[config.mk]
export PLATFORM = sky130hd
export DESIGN_NAME = msp_ctrl
export DESIGN_NICKNAME = d
export VERILOG_FILES = /design/src/sv/msp_pkg.sv /design/src/sv/msp_ctrl.sv
export SDC_FILE = /design/constraint.sdc
export NUM_CORES = 1
export LEC_CHECK = 0
export ABC_CLOCK_PERIOD_IN_PS = 1900
export BUFFER_PORTS_ARGS = -buffer_cell sky130_fd_sc_hd__buf_2
export CELL_PAD_IN_SITES_DETAIL_PLACEMENT = 1
export CELL_PAD_IN_SITES_GLOBAL_PLACEMENT = 1
export CORE_MARGIN = 2
export CORE_UTILIZATION = 27
export DETAILED_ROUTE_END_ITERATION = 7
export PLACE_DENSITY = 0.79
export SYNTH_ARGS = -nofsm -noshare
export SYNTH_HDL_FRONTEND = slang
export SYNTH_SLANG_ARGS = --single-unit
export TNS_END_PERCENT = 50
[constraint.sdc]
create_clock -name clk -period 1.9 [get_ports clk]
set_input_delay 0.57 -clock clk [delete_from_list [all_inputs] [get_ports clk]]
set_output_delay 0.57 -clock clk [all_outputs]
set_load 0.02 [all_outputs]
[src/sv/msp_pkg.sv]
// shared types, codes and constants for the masked shortest-path engine
package msp_pkg;

	localparam logic [29:0] UNREACHABLE = 30'h3f3f3f3f;

	localparam logic [1:0] OP_CLEAR = 2'd0;
	localparam logic [1:0] OP_ADD   = 2'd1;
	localparam logic [1:0] OP_QUERY = 2'd2;

	typedef struct packed {
		logic [1:0]  opcode;
		logic [5:0]  end_a;
		logic [5:0]  end_b;
		logic [15:0] edge_weight;
		logic [31:0] blocked_mask;
	} in_t;

	typedef struct packed {
		logic        status;
		logic [29:0] distance;
	} out_t;

	typedef enum logic [4:0] {
		S_IDLE, S_DEC, S_A1, S_A2, S_A3, S_A4,
		S_QI, S_QPOP, S_QTAKE, S_QHEAD, S_QLINK, S_QEDGE, S_QRELAX,
		S_QT1, S_QT2, S_DONE
	} state_t;

	// commands from controller to datapath
	typedef struct packed {
		logic load_in;
		logic clr_graph;
		logic res_zero;
		logic res_full;
		logic res_dist;
		logic a_rd;
		logic a_wr;
		logic b_rd;
		logic b_wr;
		logic q_init;
		logic q_pop;
		logic q_take;
		logic q_head;
		logic q_link;
		logic q_edge;
		logic q_relax;
		logic t_rd;
	} cmd_t;

	// status from datapath to controller
	typedef struct packed {
		logic [1:0] opcode;
		logic       add_ok;
		logic       add_full;
		logic       fill_zero;
		logic       link_zero;
		logic       blocked;
	} sts_t;

endpackage

[src/sv/msp_ctrl.sv]
// controller state machine for graph edits and the relaxation walk
module msp_ctrl (
	input  logic          clk,
	input  logic          arst_n,
	input  logic          in_valid,
	output logic          in_ready,
	output logic          out_valid,
	input  logic          out_ready,
	input  msp_pkg::sts_t sts,
	output msp_pkg::cmd_t cmd,
	output msp_pkg::state_t state
);
	import msp_pkg::*;

	state_t state_q, state_d;

	assign state = state_q;

	// state register
	always_ff @(posedge clk or negedge arst_n) begin
		if (!arst_n) begin
			state_q <= S_IDLE;
		end else begin
			state_q <= state_d;
		end
	end

	// next state
	always_comb begin
		state_d = state_q;
		unique case (state_q)
			S_IDLE: if (in_valid) state_d = S_DEC;
			S_DEC: begin
				unique case (sts.opcode)
					OP_ADD: begin
						if (sts.add_ok && !sts.add_full) state_d = S_A1;
						else state_d = S_DONE;
					end
					OP_QUERY: state_d = S_QI;
					default: state_d = S_DONE;
				endcase
			end
			S_A1: state_d = S_A2;
			S_A2: state_d = S_A3;
			S_A3: state_d = S_A4;
			S_A4: state_d = S_DONE;
			S_QI: state_d = S_QPOP;
			S_QPOP: begin
				if (sts.fill_zero) state_d = S_QT1;
				else state_d = S_QTAKE;
			end
			S_QTAKE: state_d = S_QHEAD;
			S_QHEAD: state_d = S_QLINK;
			S_QLINK: begin
				if (sts.link_zero) state_d = S_QPOP;
				else state_d = S_QEDGE;
			end
			S_QEDGE: begin
				if (sts.blocked) state_d = S_QLINK;
				else state_d = S_QRELAX;
			end
			S_QRELAX: state_d = S_QLINK;
			S_QT1: state_d = S_QT2;
			S_QT2: state_d = S_DONE;
			S_DONE: if (out_ready) state_d = S_IDLE;
			default: state_d = S_IDLE;
		endcase
	end

	// command decode
	always_comb begin
		cmd       = '0;
		in_ready  = 1'b0;
		out_valid = 1'b0;
		unique case (state_q)
			S_IDLE: begin
				in_ready    = 1'b1;
				cmd.load_in = in_valid;
			end
			S_DEC: begin
				unique case (sts.opcode)
					OP_CLEAR: begin
						cmd.clr_graph = 1'b1;
						cmd.res_zero  = 1'b1;
					end
					OP_ADD: begin
						cmd.res_full = sts.add_ok && sts.add_full;
						cmd.res_zero = !sts.add_ok;
					end
					OP_QUERY: cmd.q_init = 1'b1;
					default: cmd.res_zero = 1'b1;
				endcase
			end
			S_A1: cmd.a_rd = 1'b1;
			S_A2: cmd.a_wr = 1'b1;
			S_A3: cmd.b_rd = 1'b1;
			S_A4: begin
				cmd.b_wr     = 1'b1;
				cmd.res_zero = 1'b1;
			end
			S_QPOP: cmd.q_pop = !sts.fill_zero;
			S_QTAKE: cmd.q_take = 1'b1;
			S_QHEAD: cmd.q_head = 1'b1;
			S_QLINK: cmd.q_link = !sts.link_zero;
			S_QEDGE: cmd.q_edge = 1'b1;
			S_QRELAX: cmd.q_relax = 1'b1;
			S_QT1: cmd.t_rd = 1'b1;
			S_QT2: cmd.res_dist = 1'b1;
			S_DONE: out_valid = 1'b1;
			default: cmd = '0;
		endcase
	end

endmodule

# Yosys cells after proc, flatten, opt, wreduce, memory -nomap -nowiden
# Index checks and enable logic that the tools add are counted.
[totals]
register_bits = 5
inputBits = 11
out_inout_bits = 24
word_cells = 62
[classes]
eq_ne = 19
mux = 31
reduce_logical = 11
[op_table]
columns = ["op", "count"]
rows = [
  ["5-bit case mux with 14 select lines", 1],
  ["5-bit by 4-bit == test with 1-bit output, second input constant", 8],
  ["1-bit two-way mux", 21],
  ["5-bit by 3-bit == test with 1-bit output, second input constant", 4],
  ["5-bit by 2-bit == test with 1-bit output, second input constant", 2],
  ["5-bit two-way mux", 2],
  ["5-bit case mux with 2 select lines", 1],
  ["4-bit two-way mux", 2],
  ["3-bit two-way mux", 2],
  ["5-bit by 1-bit == test with 1-bit output, second input constant", 1],
  ["5-bit zero test", 1],
  ["1-bit zero test", 4],
  ["2-bit != test, second input constant", 2],
  ["1-bit case mux with 2 select lines", 2],
  ["2-bit OR reduction", 2],
  ["2-bit by 1-bit == test with 1-bit output, second input constant", 1],
  ["2-bit == test, second input constant", 1],
  ["1-bit logical AND", 2],
  ["2-bit zero test", 1],
  ["2-bit AND reduction", 1],
]

# Depth between registers and ports, before layout
# Gate-level depths: netlist of run 1.
[logic_depth]
ltp_word = 5
ltp_mapped = 5
mapped_depth_nobuf = 5

# Least setup slack after synthesis of run 1
# Ideal clock, no wire load.
[synth_timing]
kind = "reg2out"
from = "register state_q[0] (netlist: state[0])"
to = "output port cmd[16] in the netlist's numbering"
arrival_ns = 1.696
required_time_ns = 1.330
slack_ns = -0.366
stages_incl_launch_ff = 3
n_path_buf = 0
cell_sequence = "dfrtp_1 nor4_1 and2_1"
[synth_lines]
columns = ["item", "line", "rtl"]
rows = [
  ["start: declaration", "msp_ctrl.sv:15", "state_t state_q, state_d;"],
  ["start signal: assignment", "msp_ctrl.sv:24", "state_q <= state_d;"],
  ["end: declaration", "msp_ctrl.sv:10", "output msp_pkg::cmd_t cmd,"],
]

==> flow_metrics.env, run 1 <==
export IMPL_outcome="finished, violations left"
export IMPL_violations="setup timing"
export IMPL_rsz0062_at_grt="true"
export IMPL_gr_total_overflow=0
export IMPL_dp_hpwl_um=1490
export IMPL_root_buffer="clkbuf_4"
export IMPL_slew_violations=0
export IMPL_cts_buffers=3
export IMPL_netlist_instances=78
export IMPL_netlist_top_cells_count="nor2_1, nor3_1, nand2b_1, nand2_1"
export IMPL_path_clk_slew_ps=40
export IMPL_clkSinkCount=4
export IMPL_crit_type="flop to output pin"
export IMPL_grt_start_max_net_pins=13
export IMPL_netlist_cell_type_count=29
export IMPL_fp_row_count=16
export IMPL_ff_latch_area_um2=105
export IMPL_hp_class="primary input to asynchronous set/reset pin"
export IMPL_tns_ps=-113
export IMPL_period_needed_ps=1950
export IMPL_nFillCells=253
export IMPL_synth_nets=93
export IMPL_synth_area_um2=559
export IMPL_yosysWarnings=0
export IMPL_largest_reg_flops=4
export IMPL_grt_pass1_wl_um=3280
export IMPL_dr_pass1_iters=3
export IMPL_critPathMaxFanout=6
export IMPL_fmax_ghz=0.514
export IMPL_cts_tree="done"
export IMPL_synthTopCellsByArea="dfrtp_1, ha_1, nand2b_1, nor3_1, nor2_1"
export IMPL_setup_viol=5
export IMPL_insertion_delay_ps=240
export IMPL_dr_wl_met3_um=102
export IMPL_wl_met1_um=832
export IMPL_asyncSetResetFlopFracSynth_pct=100
export IMPL_via_per_inst=4.84
export IMPL_final_layout_size_suffix_gt1_share_pct=58.7
export IMPL_route_met2_wl_um=1120
export IMPL_hold_viol_final=0
export IMPL_place_ws_ps=-149
export IMPL_clock_skew_ps=3.47
export IMPL_critical_path_required_ps=1330
export IMPL_fin_crit_sh_pct=102
export IMPL_cts_max_level=1
export IMPL_startpoint="state[0]$_DFFE_PN0P_"
export IMPL_syn_to_final_growth_pct=79.2
export IMPL_antenna_found_initial=0
export IMPL_setup_slack_ps=-45.9
export IMPL_critPathMaxStageDelay_ps=470
export IMPL_start_util_pct=28.5
export IMPL_cp_arrival_ps=1380
export IMPL_synth_ff_type="dfrtp_1"
export IMPL_nets=143
export IMPL_seq_area_frac_synth_pct=17.9
export IMPL_multiInputGateArea_um2=492
export IMPL_io_pins=35
export IMPL_syn_avg_cell_area_um2=7.17
export IMPL_crit_path_start_kind="flop"
export IMPL_crit_chain="buf_4, nand2b_4, nor3_1, buf_2"
export IMPL_leakage_nw=0.512
export IMPL_finalWirelength_um=2100
export IMPL_yosysTopAreaCellShare_pct=17.9
export IMPL_r2r_start="state[3]$_DFFE_PN0P_"
export IMPL_diodes=0
export IMPL_die_width_um=49.5
export IMPL_synth_most_common_cell="nor2_1"
export IMPL_power_density_mw_per_mm2=1500
export IMPL_ir_worst_vdd_mv=0.901
export IMPL_crit_path_top_delay_cell="dfrtp_2"
export IMPL_crit_family="flip-flops"
export IMPL_grt_pass1_vias=716
export IMPL_vias=740
export IMPL_clockBufferDepth=2
export IMPL_portBuffers=33
export IMPL_grt_usage_pct=17.1
export IMPL_finalCoreUtilization_pct=51.1
export IMPL_worst_path_buf_inv=2
export IMPL_drc=0
export IMPL_synth_seq_cells=4
export IMPL_cap_violations=0
export IMPL_routabilityCongestion=0.804
export IMPL_first_iter_violations=2
export IMPL_synth_edff_count=0
export IMPL_endpoint_kind="output pin"
export IMPL_core_mm2=0.00196
export IMPL_top_layer="met4"
export IMPL_wl_per_cell_um=13.7
export IMPL_yosysTopAreaCell="dfrtp_1"
export IMPL_die_area_mm2=0.00245
export IMPL_fp_dieH_um=49.5
export IMPL_antenna_left=0
-- cells in the final DEF (no fill, tap or decap) --
cell type / count
ha_2: 1
buf_6: 3
nor2_2: 1
nand2_2: 2
o32ai_1: 1
a21o_1: 2
conb_1: 1
nor2b_1: 3
dfrtp_2: 4
ha_4: 1
o211ai_1: 1
and3_1: 1
nand3b_1: 1
clkbuf_4: 3
and2_1: 3
mux2i_1: 2
nor3b_1: 1
a221oi_1: 1
nand2b_4: 3
a21oi_1: 4
buf_4: 21
buf_2: 25
inv_4: 1
and4_1: 1
nand2b_1: 4
nor2_1: 8
buf_8: 1
inv_1: 2
a21oi_2: 1
a311o_1: 1
nand2_1: 4
nor3_2: 4
nor4_4: 1
a22o_1: 1
nor3_1: 4
inv_2: 1
ha_1: 2
o21ai_0: 4
nor3_4: 1
-- report_power, final --
| part | internal [W] | leakage [nW] | switching [W] |
|---|---|---|---|
| Clock | 0.0000709 | 0.0138 | 0.0000377 |
| Sequential | 0.000140 | 0.0413 | 0.000118 |
| Combinational | 0.000502 | 0.457 | 0.000639 |
| Total | 0.000713 | 0.512 | 0.000795 |
-- logic make-up after synthesis --
| kind of cell | after synthesis | share of synthesized area, % |
|---|---|---|
| and+or+nand+nor | 42 | 40.0 |
| AOI/OAI and AO/OA | 16 | 19.2 |
| buffers and inverters | 9 | 9.62 |
| adders and majority gates | 4 | 8.95 |
| DFF | 4 | 17.9 |
| muxes | 2 | 3.58 |
| other | 1 | 0.670 |
-- area by class of cell --
type | count | share of cell area (%)
Multi-Input combinational cell | 65 | 49.1
Timing Repair Buffer | 50 | 33.1
Sequential cell | 4 | 10.5
Tap cell | 27 | 3.37
Clock buffer | 3 | 2.25
Inverter | 4 | 1.75
-- per-stage QoR --
stage               total power (W)  area [um^2]  instances  hold slack (ps)
detailed placement          0.00117          828        146              376
global route                0.00163         1000        153              125
finish                      0.00151         1000        153              127
floorplan                  0.000832          571         78              274
global placement            0.00114          828        146              373
CTS                         0.00141          956        151              121
-- worst paths after layout --
path,endpoint,cells after the start,slack [ps]
max,cmd[11],4,-50
min,state[0]$_DFFE_PN0P_,1,130
max reg2reg,state[1]$_DFFE_PN0P_,5,480
min reg2reg,state[3]$_DFFE_PN0P_,2,800
max in group asynchronous,state[2]$_DFFE_PN0P_,1,1640
min in group clk,state[1]$_DFFE_PN0P_,2,610
-- per-layer routing --
metal | global-route usage, % | vias to the layer above
li1 | - | 367
met3 | 1.52 | 4
met2 | 30.2 | 27
met4 | 7.87 | 0
met5 | 0 | -
met1 | 20.9 | 342
-- worst register-to-register path: cells and delay by family, from the launching register on --
family	cells	cell delay (ps)
buffers and inverters	1	190
AOI/OAI and AO/OA	2	440
and+or+nand+nor	2	150
DFF	1	490
-- timing repair --
item | CTS | global route
hold buffers | 0 | 0
resized for setup | 25 | 9
gates cloned | 0 | 0
pin swaps | 1 | 1
endpoints found under the setup margin | 17 | 17
buffers inserted | 2 | 2
Note: power is estimated with default switching activity, not from simulation.
==> run 2, diff against run 1 <==
--- a/config.mk
+++ b/config.mk
@@ -12,6 +12,7 @@
 export CORE_MARGIN = 2
 export CORE_UTILIZATION = 27
 export DETAILED_ROUTE_END_ITERATION = 7
+export MAX_ROUTING_LAYER = met4
 export PLACE_DENSITY = 0.79
 export SYNTH_ARGS = -nofsm -noshare
 export SYNTH_HDL_FRONTEND = slang
==> run 2 against run 1 <==
The run still ends with setup timing left; setup slack hardly changed; clock power hardly changed; register-to-register slack hardly changed; global-route usage is 0.47 points higher; core utilization stayed put; die area stayed put; cell area stayed put; critical endpoint unchanged; largest cell class unchanged.
==> flow_metrics.env, run 2 (synthesis results as in run 1) <==
export IMPL_fp_dieH_um=49.5
export IMPL_setup_slack_ps=-46.0
export IMPL_core_mm2=0.00196
export IMPL_path_clk_slew_ps=40
export IMPL_cts_tree="done"
export IMPL_vias=745
export IMPL_wl_per_cell_um=13.7
export IMPL_dr_pass1_iters=4
export IMPL_gr_total_overflow=0
export IMPL_fp_row_count=16
export IMPL_clock_skew_ps=3.47
export IMPL_grt_usage_pct=17.6
export IMPL_die_width_um=49.5
export IMPL_power_density_mw_per_mm2=1510
export IMPL_grt_pass1_wl_um=3280
export IMPL_start_util_pct=28.5
export IMPL_first_iter_violations=10
export IMPL_dp_hpwl_um=1490
export IMPL_largest_reg_flops=4
export IMPL_violations="setup timing"
export IMPL_grt_pass1_vias=718
export IMPL_period_needed_ps=1950
export IMPL_fin_crit_sh_pct=102
export IMPL_final_common_cell="buf_2"
export IMPL_root_buffer="clkbuf_4"
export IMPL_placed_cell_area_um2=828
export IMPL_syn_to_final_growth_pct=79.2
export IMPL_diodes=0
export IMPL_die_area_mm2=0.00245
export IMPL_drc=0
export IMPL_insertion_delay_ps=240
export IMPL_critical_path_required_ps=1330
export IMPL_leakage_nw=0.512
export IMPL_tns_ps=-116
export IMPL_nFillCells=253
export IMPL_finalWirelength_um=2100
export IMPL_final_area_mm2=0.00100
export IMPL_layout_common_cells="buf_2, buf_4, nor2_1"
export IMPL_clockBufferDepth=2
export IMPL_endpoint_kind="output pin"
export IMPL_rsz0062_at_grt="true"
export IMPL_nets=143
export IMPL_hp_class="primary input to asynchronous set/reset pin"
export IMPL_io_pins=35
export IMPL_setup_viol=5
export IMPL_final_layout_size_suffix_gt1_share_pct=58.7
export IMPL_hold_viol_final=0
export IMPL_cp_arrival_ps=1380
export IMPL_crit_type="flop to output pin"
export IMPL_antenna_found_initial=0
export IMPL_critPathMaxFanout=6
export IMPL_holdBufCountCts=0
export IMPL_clkSinkCount=4
export IMPL_grt_start_max_net_pins=13
export IMPL_place_ws_ps=-149
export IMPL_antenna_left=0
export IMPL_routabilityCongestion=0.815
export IMPL_outcome="finished, violations left"
export IMPL_cap_violations=0
export IMPL_fmax_ghz=0.514
export IMPL_crit_path_start_kind="flop"
export IMPL_cts_buffers=3
export IMPL_via_per_inst=4.87
export IMPL_portBuffers=33
export IMPL_slew_violations=0
export IMPL_cts_max_level=1
export IMPL_ir_worst_vdd_mv=0.905
-- run 2: cell counts in the layout (fill, tap and decap cells not counted) --
No cell type changed its count.
-- run 2: power breakdown --
part | total, W | leakage [nW] | internal (W) | switching [W]
Clock | 0.000109 | 0.0138 | 0.0000709 | 0.0000377
Combinational | 0.00114 | 0.457 | 0.000502 | 0.000638
Sequential | 0.000260 | 0.0413 | 0.000140 | 0.000120
-- run 2: area by class of cell --
type | count | area (um^2) | area share (%)
multi-input cells | 65 | 492 | 49.1
repair buffers | 50 | 332 | 33.1
flip-flops and latches | 4 | 105 | 10.5
well taps | 27 | 33.8 | 3.37
clock buffers | 3 | 22.5 | 2.25
inverters | 4 | 17.5 | 1.75
-- run 2: worst max-delay path: stages (launching register included) --
cell	delay (ps)
dfrtp_2	470
buf_4	180
nand2b_4	140
nor3_1	140
buf_2	190
-- run 2: what timing repair did --
action	4_1_cts	5_1_grt
resized for setup	25	9
setup endpoints to repair	17	17
buffers inserted	2	2
hold endpoints to repair	0	0
pin swaps	1	1
-- run 2: final timing paths --
path                                             end  slack, ps            startpoint  cells past startpoint
worst min-delay path            state[0]$_DFFE_PN0P_        130                arst_n                      1
worst min register to register  state[3]$_DFFE_PN0P_        800  state[0]$_DFFE_PN0P_                      2
max in group asynchronous       state[2]$_DFFE_PN0P_       1640                arst_n                      1
worst max register to register  state[1]$_DFFE_PN0P_        470  state[3]$_DFFE_PN0P_                      5
worst max-delay path                         cmd[11]        -50  state[0]$_DFFE_PN0P_                      4
min in group clk                state[1]$_DFFE_PN0P_        610             out_ready                      2
-- run 2: stage by stage --
step,hold slack [ps],total power [W],util (%),std cells
2_1_floorplan,274,0.000832,-,78
3_3_place_gp,373,0.00114,42.2,146
3_5_place_dp,376,0.00117,42.2,146
4_1_cts,121,0.00141,48.7,151
5_1_grt,125,0.00163,51.1,153
6_report,127,0.00151,51.1,153
-- run 2: layer usage --
metal | vias to the layer above | GRT usage (%) | routed length, um
met4 | 0 | 7.87 | 46
met1 | 347 | 20.9 | 833
met2 | 27 | 30.2 | 1120
li1 | 367 | - | -
met3 | 4 | 1.52 | 102
met5 | - | - | 0
==> run 3, diff against run 2 <==
--- a/config.mk
+++ b/config.mk
@@ -5,15 +5,16 @@
 export SDC_FILE = /design/constraint.sdc
 export NUM_CORES = 1
 export LEC_CHECK = 0
+export ABC_AREA = 1
 export ABC_CLOCK_PERIOD_IN_PS = 1900
 export BUFFER_PORTS_ARGS = -buffer_cell sky130_fd_sc_hd__buf_2
 export CELL_PAD_IN_SITES_DETAIL_PLACEMENT = 1
 export CELL_PAD_IN_SITES_GLOBAL_PLACEMENT = 1
 export CORE_MARGIN = 2
-export CORE_UTILIZATION = 27
+export CORE_UTILIZATION = 25
 export DETAILED_ROUTE_END_ITERATION = 7
 export MAX_ROUTING_LAYER = met4
-export PLACE_DENSITY = 0.79
+export PLACE_DENSITY = 0.83
 export SYNTH_ARGS = -nofsm -noshare
 export SYNTH_HDL_FRONTEND = slang
 export SYNTH_SLANG_ARGS = --single-unit
==> run 3 against run 2 <==
Core utilization fell by 8.8 points; critical path depth grew 3; the run still ends with setup timing left; clock power decreased by 6%; count of clock-buffer cells in the layout did not move; non-clock buffer count is 11 lower; setup slack better by 25 ps; sequential share of layout area is 0.74 points higher; power shrank 10%; worst hold slack better by 6.1 ps; largest power group unchanged; largest cell class unchanged.
==> flow_metrics.env, run 3 <==
export IMPL_outcome="finished, violations left"
export IMPL_violations="setup timing"
export IMPL_clock_skew_ps=0.158
export IMPL_antenna_found_initial=0
export IMPL_crit_type="primary input to output pin"
export IMPL_insertion_delay_ps=230
export IMPL_fin_total_pwr_w=0.00135
export IMPL_asyncSetResetFlopFracSynth_pct=100
export IMPL_io_pins=35
export IMPL_fin_crit_sh_pct=101
export IMPL_critPathMaxFanout=3
export IMPL_leakage_nw=0.626
export IMPL_clkSinkCount=4
export IMPL_dp_hpwl_um=1750
export IMPL_routabilityCongestion=0.810
export IMPL_regToRegEndpoint="state[3]$_DFFE_PN0P_"
export IMPL_cap_violations=0
export IMPL_critical_path_required_ps=1330
export IMPL_yosysWarnings=0
export IMPL_grt_pass1_vias=797
export IMPL_crit_family="buffers and inverters"
export IMPL_crit_chain="buf_4, inv_2, ha_4, inv_1, buf_4, nor2_1, buf_4"
export IMPL_reg2regPathDepth=8
export IMPL_synth_most_common_cell="nand2_1"
export IMPL_layout_common_cells="nand2_1, buf_2, inv_1"
export IMPL_r2r_setup_slack_ps=550
export IMPL_synthTopCellsByArea="nand2_1, inv_1, dfrtp_1, nor2_1, ha_1"
export IMPL_fp_row_count=17
export IMPL_final_layout_size_suffix_gt1_share_pct=42.2
export IMPL_largest_reg_flops=4
export IMPL_synth_area_um2=586
export IMPL_finalWirelength_um=2180
export IMPL_portBuffers=33
export IMPL_synth_seq_cells=4
export IMPL_worst_path_most_repeated_cell="buf_4"
export IMPL_crit_path_start_kind="primary input"
export IMPL_path_clk_slew_ps=30
export IMPL_endpoint_kind="output pin"
export IMPL_cts_buffers=3
export IMPL_fmax_ghz=0.521
export IMPL_period_needed_ps=1920
export IMPL_power_density_mw_per_mm2=1450
export IMPL_clockBufferDepth=2
export IMPL_r2r_start="state[2]$_DFFE_PN0P_"
export IMPL_diodes=0
export IMPL_cts_max_level=1
export IMPL_nets=171
export IMPL_yosysTopAreaCell="nand2_1"
export IMPL_syn_avg_cell_area_um2=5.18
export IMPL_core_mm2=0.00221
export IMPL_synth_nets=128
export IMPL_nFillCells=313
export IMPL_setup_viol=2
export IMPL_rsz0062_at_grt="true"
export IMPL_hold_viol_final=0
export IMPL_gr_total_overflow=0
export IMPL_via_per_inst=4.36
export IMPL_die_width_um=52.4
export IMPL_critPathMaxStageDelay_ps=160
export IMPL_crit_path_top_delay_cell="buf_4"
export IMPL_dr_pass1_iters=4
export IMPL_die_area_mm2=0.00275
export IMPL_fp_dieH_um=52.4
export IMPL_grt_usage_pct=16.8
export IMPL_ir_worst_vdd_mv=0.769
export IMPL_yosysTopAreaCellShare_pct=19.9
export IMPL_final_common_cell="nand2_1"
export IMPL_netlist_cell_type_count=16
export IMPL_wl_per_cell_um=12.0
export IMPL_cts_tree="done"
export IMPL_syn_to_final_growth_pct=59.8
export IMPL_first_iter_violations=4
export IMPL_drc=0
export IMPL_grt_start_max_net_pins=7
export IMPL_netlist_top_cells_count="nand2_1, inv_1, nor2_1, nand3_1"
export IMPL_tns_ps=-21.8
export IMPL_worst_path_buf_inv=5
export IMPL_start_util_pct=26.5
export IMPL_setup_slack_ps=-20.6
export IMPL_vias=794
export IMPL_root_buffer="clkbuf_4"
export IMPL_synth_ff_type="dfrtp_1"
export IMPL_slew_violations=0
export IMPL_hp_class="primary input to asynchronous set/reset pin"
export IMPL_antenna_left=0
export IMPL_synth_edff_count=0
export IMPL_post_cts_buffers=0
export IMPL_grt_pass1_wl_um=3390
export IMPL_cp_arrival_ps=1350
export IMPL_netlist_instances=113
export IMPL_seq_area_frac_synth_pct=17.1
## run 3: metrics by stage
step / std cells / hold slack [ps] / util [%] / setup WS, ps / cell area [um^2]
floorplan: 113 / 274 / - / 27.4 / 586
detailed placement: 179 / 376 / 37.2 / -90.5 / 823
finish: 182 / 133 / 42.3 / -20.6 / 936
CTS: 182 / 127 / 39.1 / -27.0 / 866
global placement: 179 / 373 / 37.2 / -5.83 / 823
global route: 182 / 121 / 42.3 / -89.2 / 936
## run 3: worst max path at each step
stage                         startpoint  cells after the start  endpoint  slack, ps
detailed placement                sts[6]                      7   cmd[14]        -90
finish                            sts[5]                      7    cmd[7]        -20
CTS                               sts[5]                      7   cmd[14]        -30
global route        state[1]$_DFFE_PN0P_                      6    cmd[7]        -90
global placement                  sts[5]                      7   cmd[14]         -6
floorplan                         sts[5]                      5   cmd[14]         30
## run 3: worst register-to-register path, cell delays in order, from the launching register on
cell,delay (ps)
dfrtp_2,450
nand2_1,190
inv_1,60
nand2_1,90
inv_1,60
nor2_1,120
inv_1,60
nor2_1,100
nand3_1,90
## run 3: cell type report
cell class / count / area, um^2 / share of cell area [%]
Multi-Input combinational cell: 79 / 429 / 45.9
Tap cell: 28 / 35.0 / 3.74
Sequential cell: 4 / 105 / 11.2
Clock buffer: 3 / 22.5 / 2.41
Inverter: 29 / 111 / 11.9
Timing Repair Buffer: 39 / 233 / 24.9
## run 3: power breakdown
group          internal (W)  total, W  switching [W]
sequential         0.000145  0.000247       0.000102
combinational      0.000342   0.00101       0.000664
clock             0.0000704  0.000102      0.0000319
total              0.000557   0.00135       0.000797
## run 3: layer usage
layer | vias up | part of all wire (%) | track usage, %
met3 | 2 | 2.5 | 2.00
met5 | - | 0 | -
met4 | 0 | 0.78 | 5.13
met2 | 18 | 52 | 28.7
li1 | 412 | - | -
met1 | 362 | 44 | 20.6
## run 3: cell families after synthesis
group,after synthesis,share of synthesized area (%)
and+or+nand+nor,69,48.9
buffers and inverters,30,19.9
AOI/OAI and AO/OA,5,4.91
adders and majority gates,4,8.55
DFF,4,17.1
other,1,0.640
## run 3: repair_timing
| action | in CTS | in global routing |
|---|---|---|
| gates resized for setup | 13 | 19 |
| endpoints found under the setup margin | 7 | 15 |
| hold buffers | 0 | 0 |
| pin swaps | 2 | 3 |
